===== src/design/mtl_pkg.sv =====
`timescale 1ns / 1ps

package mtl_pkg;

    localparam int SLOTS = 16;
    localparam int IDX_W = (SLOTS > 1) ? $clog2(SLOTS) : 1;
    localparam int CNT_W = $clog2(SLOTS + 1);
    localparam logic [CNT_W-1:0] SLOTS_CNT = CNT_W'(SLOTS);

    typedef enum logic [1:0] {
        MODE_TICK  = 2'd0,
        MODE_ADD   = 2'd1,
        MODE_CLEAR = 2'd2,
        MODE_NONE  = 2'd3
    } mode_t;

    typedef enum logic [1:0] {
        KIND_FIRED   = 2'd0,
        KIND_ADDED   = 2'd1,
        KIND_FULL    = 2'd2,
        KIND_CLEARED = 2'd3
    } kind_t;

    typedef enum logic [1:0] {
        S_IDLE,
        S_TICK,
        S_FLUSH,
        S_RESP
    } state_t;

    typedef struct packed {
        logic load;
        logic scan;
        logic commit;
        logic flush;
        logic resp;
    } cmd_t;

    typedef struct packed {
        logic scan_done;
        logic hit;
        logic pend_valid;
        logic out_free;
    } status_t;

endpackage


===== src/design/mtl_datapath.sv =====
`timescale 1ns / 1ps

module mtl_datapath (
    input  logic             clk,
    input  logic             rst_n,
    input  mtl_pkg::cmd_t    cmd,
    output mtl_pkg::status_t status,
    input  logic [1:0]       mode,
    input  logic [15:0]      period,
    input  logic             periodic,
    input  logic [15:0]      tag,
    output logic             out_valid,
    input  logic             out_ready,
    output logic [1:0]       kind,
    output logic [15:0]      fired_tag,
    output logic             last
);
    import mtl_pkg::*;

    // timer store, one entry per slot
    logic [15:0] per_mem [SLOTS];
    logic [15:0] cnt_mem [SLOTS];
    logic        rst_mem [SLOTS];
    logic [15:0] tag_mem [SLOTS];

    mode_t            op_reg;
    logic [15:0]      per_in_reg;
    logic             prd_in_reg;
    logic [15:0]      tag_in_reg;

    logic [CNT_W-1:0] rd_reg, rd_next;
    logic [CNT_W-1:0] wr_reg, wr_next;
    logic [CNT_W-1:0] occ_reg, occ_next;
    logic             pend_valid_reg, pend_valid_next;
    logic [15:0]      pend_tag_reg, pend_tag_next;
    logic             out_valid_reg, out_valid_next;
    kind_t            kind_reg, kind_next;
    logic [15:0]      tag_out_reg, tag_out_next;
    logic             last_reg, last_next;

    logic [IDX_W-1:0] rd_idx;
    logic [15:0]      cur_per, cur_cnt, cur_tag, cnt_inc, new_cnt;
    logic             cur_rst, hit, keep, full, out_free, do_add;

    assign rd_idx   = rd_reg[IDX_W-1:0];
    assign cur_per  = per_mem[rd_idx];
    assign cur_cnt  = cnt_mem[rd_idx];
    assign cur_rst  = rst_mem[rd_idx];
    assign cur_tag  = tag_mem[rd_idx];
    assign cnt_inc  = cur_cnt + 16'd1;
    assign full     = (occ_reg == SLOTS_CNT);
    assign out_free = !out_valid_reg || out_ready;
    assign do_add   = cmd.resp && (op_reg == MODE_ADD) && !full;

    always_comb
    begin
        if (cur_per == 16'd0)
        begin
            // never fires, count saturates
            hit     = 1'b0;
            new_cnt = (cur_cnt == 16'hFFFF) ? cur_cnt : cnt_inc;
        end
        else
        begin
            hit     = (cnt_inc == cur_per);
            new_cnt = hit ? 16'd0 : cnt_inc;
        end
        keep = !hit || cur_rst;
    end

    always_comb
    begin
        rd_next         = rd_reg;
        wr_next         = wr_reg;
        occ_next        = occ_reg;
        pend_valid_next = pend_valid_reg;
        pend_tag_next   = pend_tag_reg;
        out_valid_next  = out_ready ? 1'b0 : out_valid_reg;
        kind_next       = kind_reg;
        tag_out_next    = tag_out_reg;
        last_next       = last_reg;

        if (cmd.load)
        begin
            rd_next         = '0;
            wr_next         = '0;
            pend_valid_next = 1'b0;
        end

        if (cmd.scan)
        begin
            rd_next = rd_reg + CNT_W'(1);
            if (keep)
                wr_next = wr_reg + CNT_W'(1);
            if (hit)
            begin
                // an earlier fired word goes out now, it is not the last one
                if (pend_valid_reg)
                begin
                    out_valid_next = 1'b1;
                    kind_next      = KIND_FIRED;
                    tag_out_next   = pend_tag_reg;
                    last_next      = 1'b0;
                end
                pend_valid_next = 1'b1;
                pend_tag_next   = cur_tag;
            end
        end

        if (cmd.commit)
            occ_next = wr_reg;

        if (cmd.flush)
        begin
            out_valid_next  = 1'b1;
            kind_next       = KIND_FIRED;
            tag_out_next    = pend_tag_reg;
            last_next       = 1'b1;
            pend_valid_next = 1'b0;
        end

        if (cmd.resp)
        begin
            out_valid_next = 1'b1;
            last_next      = 1'b1;
            case (op_reg)
                MODE_ADD:
                begin
                    kind_next    = full ? KIND_FULL : KIND_ADDED;
                    tag_out_next = tag_in_reg;
                    if (!full)
                        occ_next = occ_reg + CNT_W'(1);
                end
                default:
                begin
                    kind_next    = KIND_CLEARED;
                    tag_out_next = 16'd0;
                    occ_next     = '0;
                end
            endcase
        end
    end

    always_ff @(posedge clk)
    begin
        if (cmd.scan && keep)
        begin
            per_mem[wr_reg[IDX_W-1:0]] <= cur_per;
            cnt_mem[wr_reg[IDX_W-1:0]] <= new_cnt;
            rst_mem[wr_reg[IDX_W-1:0]] <= cur_rst;
            tag_mem[wr_reg[IDX_W-1:0]] <= cur_tag;
        end
        else if (do_add)
        begin
            per_mem[occ_reg[IDX_W-1:0]] <= per_in_reg;
            cnt_mem[occ_reg[IDX_W-1:0]] <= 16'd0;
            rst_mem[occ_reg[IDX_W-1:0]] <= prd_in_reg;
            tag_mem[occ_reg[IDX_W-1:0]] <= tag_in_reg;
        end
    end

    always_ff @(posedge clk)
    begin
        if (cmd.load)
        begin
            op_reg     <= mode_t'(mode);
            per_in_reg <= period;
            prd_in_reg <= periodic;
            tag_in_reg <= tag;
        end
        pend_tag_reg <= pend_tag_next;
        kind_reg     <= kind_next;
        tag_out_reg  <= tag_out_next;
        last_reg     <= last_next;
    end

    always_ff @(posedge clk or negedge rst_n)
    begin
        if (!rst_n)
        begin
            rd_reg         <= '0;
            wr_reg         <= '0;
            occ_reg        <= '0;
            pend_valid_reg <= 1'b0;
            out_valid_reg  <= 1'b0;
        end
        else
        begin
            rd_reg         <= rd_next;
            wr_reg         <= wr_next;
            occ_reg        <= occ_next;
            pend_valid_reg <= pend_valid_next;
            out_valid_reg  <= out_valid_next;
        end
    end

    assign status.scan_done  = (rd_reg == occ_reg);
    assign status.hit        = hit;
    assign status.pend_valid = pend_valid_reg;
    assign status.out_free   = out_free;

    assign out_valid = out_valid_reg;
    assign kind      = kind_reg;
    assign fired_tag = tag_out_reg;
    assign last      = last_reg;

endmodule


===== src/design/mtl_ctrl.sv =====
`timescale 1ns / 1ps

module mtl_ctrl (
    input  logic             clk,
    input  logic             rst_n,
    input  logic             in_valid,
    output logic             in_ready,
    input  logic [1:0]       mode,
    input  mtl_pkg::status_t status,
    output mtl_pkg::cmd_t    cmd
);
    import mtl_pkg::*;

    state_t state_reg, state_next;

    always_comb
    begin
        state_next = state_reg;
        case (state_reg)
            S_IDLE:
            begin
                if (in_valid)
                begin
                    case (mode_t'(mode))
                        MODE_TICK:  state_next = S_TICK;
                        MODE_ADD:   state_next = S_RESP;
                        MODE_CLEAR: state_next = S_RESP;
                        default:    state_next = S_IDLE;
                    endcase
                end
            end
            S_TICK:
            begin
                if (status.scan_done)
                    state_next = S_FLUSH;
            end
            S_FLUSH:
            begin
                if (!status.pend_valid || status.out_free)
                    state_next = S_IDLE;
            end
            S_RESP:
            begin
                if (status.out_free)
                    state_next = S_IDLE;
            end
            default: state_next = S_IDLE;
        endcase
    end

    always_comb
    begin
        in_ready   = (state_reg == S_IDLE);
        cmd.load   = (state_reg == S_IDLE) && in_valid;
        // a hit with a word already pending needs room at the output
        cmd.scan   = (state_reg == S_TICK) && !status.scan_done &&
                     (!status.hit || !status.pend_valid || status.out_free);
        cmd.commit = (state_reg == S_TICK) && status.scan_done;
        cmd.flush  = (state_reg == S_FLUSH) && status.pend_valid && status.out_free;
        cmd.resp   = (state_reg == S_RESP) && status.out_free;
    end

    always_ff @(posedge clk or negedge rst_n)
    begin
        if (!rst_n)
            state_reg <= S_IDLE;
        else
            state_reg <= state_next;
    end

endmodule


===== src/design/multi_timer_list.sv =====
// add and clear: one word out once the output is free, then the next input word is taken
// tick: the scan walks the store, then the flush puts out the last fired word, if any, and the next input word is taken
// the scan and the flush wait while a fired word is held up by a stalled output
// tick walks one entry per cycle unless a hit waits on a stalled output, so throughput follows occupancy
// an input word is taken while the previous result still sits in the output register
// asynchronous active-low reset empties the bank and drops any pending output word
`timescale 1ns / 1ps

module multi_timer_list (
    input  logic        clk,
    input  logic        rst_n,
    input  logic        in_valid,
    output logic        in_ready,
    input  logic [1:0]  mode,
    input  logic [15:0] period,
    input  logic        periodic,
    input  logic [15:0] tag,
    output logic        out_valid,
    input  logic        out_ready,
    output logic [1:0]  kind,
    output logic [15:0] fired_tag,
    output logic        last
);
    import mtl_pkg::*;

    cmd_t    cmd;
    status_t status;

    mtl_ctrl u_ctrl (
        .clk      (clk),
        .rst_n    (rst_n),
        .in_valid (in_valid),
        .in_ready (in_ready),
        .mode     (mode),
        .status   (status),
        .cmd      (cmd)
    );

    mtl_datapath u_datapath (
        .clk       (clk),
        .rst_n     (rst_n),
        .cmd       (cmd),
        .status    (status),
        .mode      (mode),
        .period    (period),
        .periodic  (periodic),
        .tag       (tag),
        .out_valid (out_valid),
        .out_ready (out_ready),
        .kind      (kind),
        .fired_tag (fired_tag),
        .last      (last)
    );

endmodule


===== config.mk =====
export PLATFORM = sky130hd
export DESIGN_NAME = multi_timer_list
export DESIGN_NICKNAME = d
export VERILOG_FILES = /design/src/design/mtl_pkg.sv /design/src/design/mtl_datapath.sv /design/src/design/mtl_ctrl.sv /design/src/design/multi_timer_list.sv
export SDC_FILE = /design/constraint.sdc
export NUM_CORES = 1
export LEC_CHECK = 0
export CORE_MARGIN = 8
export CORE_UTILIZATION = 32
export DETAILED_ROUTE_END_ITERATION = 7
export DONT_BUFFER_PORTS = 1
export PLACE_DENSITY = 0.52
export SLEW_MARGIN = 10
export SYNTH_ARGS = -nofsm -noshare
export SYNTH_HDL_FRONTEND = slang
export SYNTH_SLANG_ARGS = --single-unit

===== constraint.sdc =====
create_clock -name clk -period 12.5 [get_ports clk]
set_input_delay 0.625 -clock clk [delete_from_list [all_inputs] [get_ports clk]]
set_output_delay 0.625 -clock clk [all_outputs]
set_load 0.1 [all_outputs]

**Word level (Yosys, flattened, before mapping)**

Memory sizes are Yosys's and may differ from the RTL's.
Cells that the tools add are included.

- Output and inout port bits: 21
- Register bits after elaboration: 89
- Memory bits (writable): 784
- Memories kept: 4
- Input port bits: 39
- Bits in latches: 0
- Memory bits (read-only): 0
- Word-level logic and storage cells: 132

- Reductions and logical operators: 37
- Divide/modulo/power cells: 0
- Bitwise operators: 0
- Muxes and demuxes: 59
- Shifts and indexed selects: 0
- $mul: 0
- Equality and inequality tests: 14
- Add/sub/neg operators: 4
- $lt $le $gt $ge: 0

Memories:

| name | words | width | rd ports | clocked after Yosys merged registers in | write ports | line | RTL |
|---|---|---|---|---|---|---|---|
| u_datapath.cnt_mem | 16 | 16 | 1 | 0 | 1 | mtl_datapath.sv:22 | `logic [15:0] cnt_mem [SLOTS];` |
| u_datapath.per_mem | 16 | 16 | 1 | 0 | 1 | mtl_datapath.sv:21 | `logic [15:0] per_mem [SLOTS];` |
| u_datapath.tag_mem | 16 | 16 | 1 | 0 | 1 | mtl_datapath.sv:24 | `logic [15:0] tag_mem [SLOTS];` |
| u_datapath.rst_mem | 16 | 1 | 1 | 0 | 1 | mtl_datapath.sv:23 | `logic rst_mem [SLOTS];` |

Operators by type and width:

| kind | number |
|---|---|
| 2-to-1 mux 16 bit | 12 |
| OR reduction 16 bit | 3 |
| 2-to-1 mux 5 bit | 9 |
| 2-to-1 mux 2 bit | 11 |
| 2-to-1 mux 1 bit | 21 |
| adder 16 x 1 -> 16 bit (second input constant) | 1 |
| == test 16 bit | 1 |
| == test 16 bit (second input constant) | 1 |
| zero test 16 bit | 1 |
| 2-to-1 mux 4 bit | 4 |
| adder 5 x 1 -> 5 bit (second input constant) | 3 |
| logical AND 1 bit | 10 |
| nonzero test 3 bit | 3 |
| case mux 2 bit (4 select lines) | 1 |
| == test 2 x 1 -> 1 bit (second input constant) | 3 |
| == test 2 bit (second input constant) | 3 |
| != test 2 x 1 -> 1 bit (second input constant) | 3 |
| AND reduction 3 bit | 2 |
| == test 5 bit | 1 |
| == test 5 bit (second input constant) | 1 |
| zero test 1 bit | 5 |
| logical OR 1 bit | 5 |
| zero test 2 bit | 2 |
| case mux 2 bit (2 select lines) | 1 |
| other kinds (6) | 7 |

**Logic depth before layout (Yosys ltp)**

An unclocked memory read counts as a cell.

- Depth after elaboration: 13
- Depth in mapped cells: 18
- Depth with buffers taken out: 14

**By module**

A second synthesis with hierarchy kept.

- Cell total of the unflattened synthesis: 1730
- Area, all modules: 35569.1 um^2

By module, submodules not included:

| module | seq. area each (um^2) | area an instance (um^2) | cells each | times used |
|---|---|---|---|---|
| mtl_datapath | 26060.0 | 35405.2 | 1714 | 1 |
| mtl_ctrl | 50.0 | 163.9 | 16 | 1 |

**Worst setup path before layout**

No wires, ideal clock.

- Path kind: register to register
- Start point: register u_datapath.rd_reg[0]
- End point: memory u_datapath.cnt_mem[4][0], enable pin
- Arrival: 5544 ps
- Period minus slack after synthesis: 6000 ps
- Cell stages (with the launch flop): 16
- Data required time: 12044 ps
- Path slack: 6500 ps
- Path through: dfrtp_1 -> buf_6 -> buf_8 -> buf_8 -> buf_2 -> mux4_2 -> a22oi_1 -> nand2_1 -> or4_1 -> nor3_1 -> a221oi_1 -> nand4b_1 -> nor3_2 -> a31oi_2 -> a31oi_1 -> nor2_1

- Cells in the longest elaborated chain, start to end: 13
- Elaborated cells between the ends (all ways): 23
- Those cells by class: add/sub (1); eq/ne (2); mux (7); reduce/logical (10); memory (3)

RTL lines:

| element | line | RTL |
|---|---|---|
| start, declared | mtl_datapath.sv:31 | `logic [CNT_W-1:0] rd_reg, rd_next;` |
| start signal, assigned | mtl_datapath.sv:189 | `rd_reg <= rd_next;` |
| memory read (16 x 16 bit) | n/a |  |
| adder 16 x 1 -> 16 bit | mtl_datapath.sv:50 | `assign cnt_inc = cur_cnt + 16'd1;` |
| == test 16 bit | mtl_datapath.sv:65 | `hit = (cnt_inc == cur_per);` |
| 2-to-1 mux 1 bit | mtl_datapath.sv:57 | `if (cur_per == 16'd0)` |
| zero test 1 bit | mtl_datapath.sv:68, mtl_ctrl.sv:57 |  |
| logical OR 1 bit (2 in series) | mtl_ctrl.sv:57 | `(!status.hit \|\| !status.pend_valid \|\| status.out_free);` |
| logical AND 1 bit | mtl_ctrl.sv:56 | `cmd.scan = (state_reg == S_TICK) && !status.scan_done &&` |
| logical AND 1 bit (*) | mtl_datapath.sv:146 | `if (cmd.scan && keep)` |
| 2-to-1 mux 1 bit | mtl_datapath.sv:146 |  |
| 2-to-1 mux 1 bit (not written as such) | mtl_datapath.sv:156 | `cnt_mem[occ_reg[IDX_W-1:0]] <= 16'd0;` |
| OR reduction 16 bit (no line) | n/a |  |
| 2-to-1 mux 4 bit (no line) or 2-to-1 mux 1 bit (tied branches) | n/a |  |
| end, declared | mtl_datapath.sv:22 |  |

Every way passes the cells marked *; elsewhere a longest branch is shown, timed or not.

**Final worst setup path**

- Start point: register u_datapath.rd_reg[0]
- End point: memory u_datapath.per_mem[13][9], enable pin

- Cells in the longest elaborated chain, start to end: 13
- Elaborated cells between the ends (all ways): 23
- Those cells by class: add/sub (1); eq/ne (2); mux (7); reduce/logical (10); memory (3)

RTL lines:

| element | line | RTL |
|---|---|---|
| memory read (16 x 16 bit) | n/a |  |
| adder 16 x 1 -> 16 bit | mtl_datapath.sv:50 |  |
| == test 16 bit | mtl_datapath.sv:65 |  |
| 2-to-1 mux 1 bit | mtl_datapath.sv:57 |  |
| zero test 1 bit | mtl_datapath.sv:68, mtl_ctrl.sv:57 |  |
| logical OR 1 bit (2 in series) | mtl_ctrl.sv:57 |  |
| logical AND 1 bit | mtl_ctrl.sv:56 |  |
| logical AND 1 bit (*) | mtl_datapath.sv:146 |  |
| 2-to-1 mux 1 bit | mtl_datapath.sv:146 |  |
| 2-to-1 mux 1 bit (not written as such) | mtl_datapath.sv:155 | `per_mem[occ_reg[IDX_W-1:0]] <= per_in_reg;` |
| OR reduction 16 bit (no line) | n/a |  |
| 2-to-1 mux 4 bit (no line) or 2-to-1 mux 1 bit (tied branches) | n/a |  |
| end, declared | mtl_datapath.sv:21 |  |

Marks and branches as above.

==> flow_summary.ini <==
[run_status]
outcome = complete, no violations

[critical_path]
critical_path.startpoint = u_datapath.rd_reg[0]$_DFFE_PN0P_
cp_top_family = buffers and inverters
cp-start-kind = register
cp_slowest_cell = dfrtp_4
critPathKind = register to register
max_stage_delay_ns = 0.85
cp_max_fo = 40
cp.required_ns = 12.77
cp_common_cell = buf_4
worstPathCellList = buf_4 -> buf_4 -> mux4_2 -> nor4_1 -> mux4_2 -> nand4_1 -> nor3_1 -> a221oi_1 -> nand4b_1 -> nor3_2 -> a31oi_2 -> a31oi_1 -> nor2_4 -> buf_4
end_kind = register
r2r-start = u_datapath.rd_reg[0]$_DFFE_PN0P_
cp_num_buf_inv = 3
arrival_ns = 7.46

[flow_run]
drv_cap = 0

[clock_network]
cts_buffer_depth = 3
clk_pin_slew_ns = 0.06
cts_hold_buffers = 1
clock_latency_ns = 0.66
tritoncts = yes
clock_sinks = 873
postCtsResizedCells = 0
htreeDepth = 3
post_cts_buffers = 0
root_buffer = clkbuf_16
cts_buffers = 93

[floorplanning]
start_util_pct = 32.13
row_count = 121
die_x_um = 346.1
coreArea_sq_um = 108600
die_area_sq_um = 119800
pin_count = 60
die_h_um = 346.1

[routing]
ant_nets = 0
routedWlPerCell_um = 26.14
drtPass1Iterations = 5
viasPerCell = 5.189
wl_mm = 85.56
drc_errors = 0
drt-initial-drc-count = 1560
via_count = 16983

[logic_synthesis]
synth_edf_count = 853
yosysSeqAreaShare_pct = 74.87
synth_area_sq_um = 34870
yosys_most_used_dff = edfxtp_1
synthArstFlopShare_pct = 2.176
avgSynthCellArea_sq_um = 20.12
ys_ff_latch = 873
syn_nets = 1778
syn_inst = 1733
ys_types = 74
yosysWarningCount = 0

[sta]
relSlewSlack_pct = 18.94
rsz0062_at_grt = false
worstMarginPinSlew_ns = 1.216
finalCriticalPeriod_ns = 7.191
skew_ns = 0.02874
tns_ns = 0
finalHoldViolCount = 0
drv_slew = 0
clock.fmax_mhz = 139.1
setup_viol_count_final = 0
period_share_pct = 57.53

[global_route]
overflow = 0
antenna_found_initial = 1
grt.total_usage_pct = 14.05
grt_pass1_wl_mm = 125.8
grt_pass1_vias = 17905
grt_max_degree = 75

[placement]
gp_congestion = 0.8130
numPortBuffers = 0
dp_hpwl_mm = 50.15
placed_cells = 3100

[worst_hold_path]
hp-class = input port to register
hold_start = tag[14]

[finish]
final_core_util_pct = 36.37
drive_gt1_share_pct = 23.20
fin_cells = 3273
syn_to_final_growth_pct = 13.20
nets = 1827

[pwr]
vdd_drop_max_v = 0.00009953
power.leakage_nw = 12.08
power.density_nw_per_um2 = 233.1
[where the power goes]
group	total [W]	switching [W]	internal (W)	leakage, nW
sequential	0.00423	0.000187	0.00404	7.95
clock	0.00260	0.00113	0.00147	1.40
combinational	0.00237	0.00158	0.000790	2.72
total	0.00920	0.00290	0.00630	12.1
[metrics by stage]
| step | instance area, sq um | hold WS [ns] | power, W | setup WS, ns |
|---|---|---|---|---|
| floorplan | 34870 | 0.3294 | 0.005992 | 6.500 |
| global placement | 36580 | 0.3344 | 0.006644 | 5.203 |
| detailed placement | 36580 | 0.3344 | 0.006701 | 5.144 |
| CTS | 39470 | 0.01173 | 0.009311 | 5.094 |
| global route | 39480 | 0.02085 | 0.009598 | 4.618 |
| finish | 39480 | 0.06330 | 0.009201 | 5.309 |
[metal layers]
layer,track usage [%],vias up,wire (um)
met5,0,-,0
met2,23.66,436,42330
met3,1.639,110,3434
met4,3.518,0,1557
li1,-,7233,-
met1,19.45,9204,38240
[synthesized netlist by cell type (all sizes together) (5+ instances only)]
cell | number | share of area [%]
mux4 | 208 | 13
ha | 6 | 0.22
a221oi | 9 | 0.35
nand2b | 5 | 0.090
nor2b | 8 | 0.14
xnor2 | 23 | 0.58
nor4 | 8 | 0.19
nor2 | 49 | 0.55
clkbuf | 40 | 0.43
nor3b | 5 | 0.11
nand2 | 165 | 1.8
o211ai | 10 | 0.22
xor2 | 10 | 0.25
nand4 | 12 | 0.26
dfrtp | 19 | 1.4
and4 | 5 | 0.13
and2 | 7 | 0.13
nor3 | 15 | 0.27
a22o | 11 | 0.28
nand3 | 11 | 0.17
inv | 11 | 0.12
a31oi | 9 | 0.18
edfxtp | 853 | 73
a21oi | 19 | 0.28
a22oi | 26 | 0.56
buf | 49 | 1.2
o21a | 7 | 0.17
o21ai | 45 | 0.65
mux2i | 43 | 1.2
[placed cells by master (no fill, tap or decap), types with 5 or more instances in the layout]
cell type	count
clkinv_1	26
mux4_2	205
ha_1	6
o211ai_1	10
nor3b_1	5
xnor2_1	23
nor3_1	11
nand2_1	164
xor2_1	10
nor4_1	7
clkbuf_1	19
inv_1	9
clkinv_2	16
o21ai_1	10
a22o_1	11
o21a_1	6
buf_4	40
a31oi_1	8
dfrtp_1	16
nand4_1	11
mux2i_1	43
and4_1	5
edfxtp_1	853
nand3_1	10
and2_1	7
clkbuf_16	94
a22oi_1	26
a21oi_1	15
nor2_1	29
o21ai_0	34
nor2_4	16
[cell type report]
cell class | instances | area (sq um)
Antenna cell | 1 | 2.502
Clock buffer | 114 | 2437
Inverter | 11 | 41.29
Sequential cell | 873 | 26120
Multi-Input combinational cell | 760 | 8314
Fill cell | 9826 | 69070
Clock inverter | 57 | 442.9
Timing Repair Buffer | 43 | 350.3
Tap cell | 1414 | 1769
[kinds of logic (layout without fill, tap and decap cells)]
logic type      count (synthesis)  in the layout  synth area share [%]
compound gates                160            160                 3.340
xor+xnor                       34             34                0.8933
fa+ha+maj                       6              6                0.2153
buf+inv                       100            225                 1.736
flops                         873            873                 74.87
mux                           255            255                 14.83
other cells                     0              1                     0
simple gates                  305            305                 4.119
[path summary, 6_finish.rpt]
kind	end	depth (start not counted)	slack, ns
setup / recovery	u_datapath.per_mem[13][9]$_DFFE_PP_	14	5.31
hold / removal	u_datapath.tag_in_reg[14]$_DFFE_PP_	0	0.06
setup reg to reg	u_datapath.per_mem[13][9]$_DFFE_PP_	14	5.31
hold reg to reg	u_datapath.wr_reg[4]$_DFF_PN0_	1	0.50
max in group asynchronous	u_datapath.rd_reg[1]$_DFFE_PN0P_	1	11.05
min in group asynchronous	u_datapath.rd_reg[0]$_DFFE_PN0P_	1	0.64
[worst register-to-register path: cells and delay by family (launching register included)]
| family | cells | cell delay (ns) |
|---|---|---|
| AO/OA/AOI/OAI | 3 | 0.98 |
| flip-flops | 1 | 0.85 |
| multiplexers | 2 | 1.01 |
| AND/OR/NAND/NOR | 6 | 1.78 |
| buffers and inverters | 3 | 2.18 |
No activity file was read; power rests on OpenSTA's default activity.
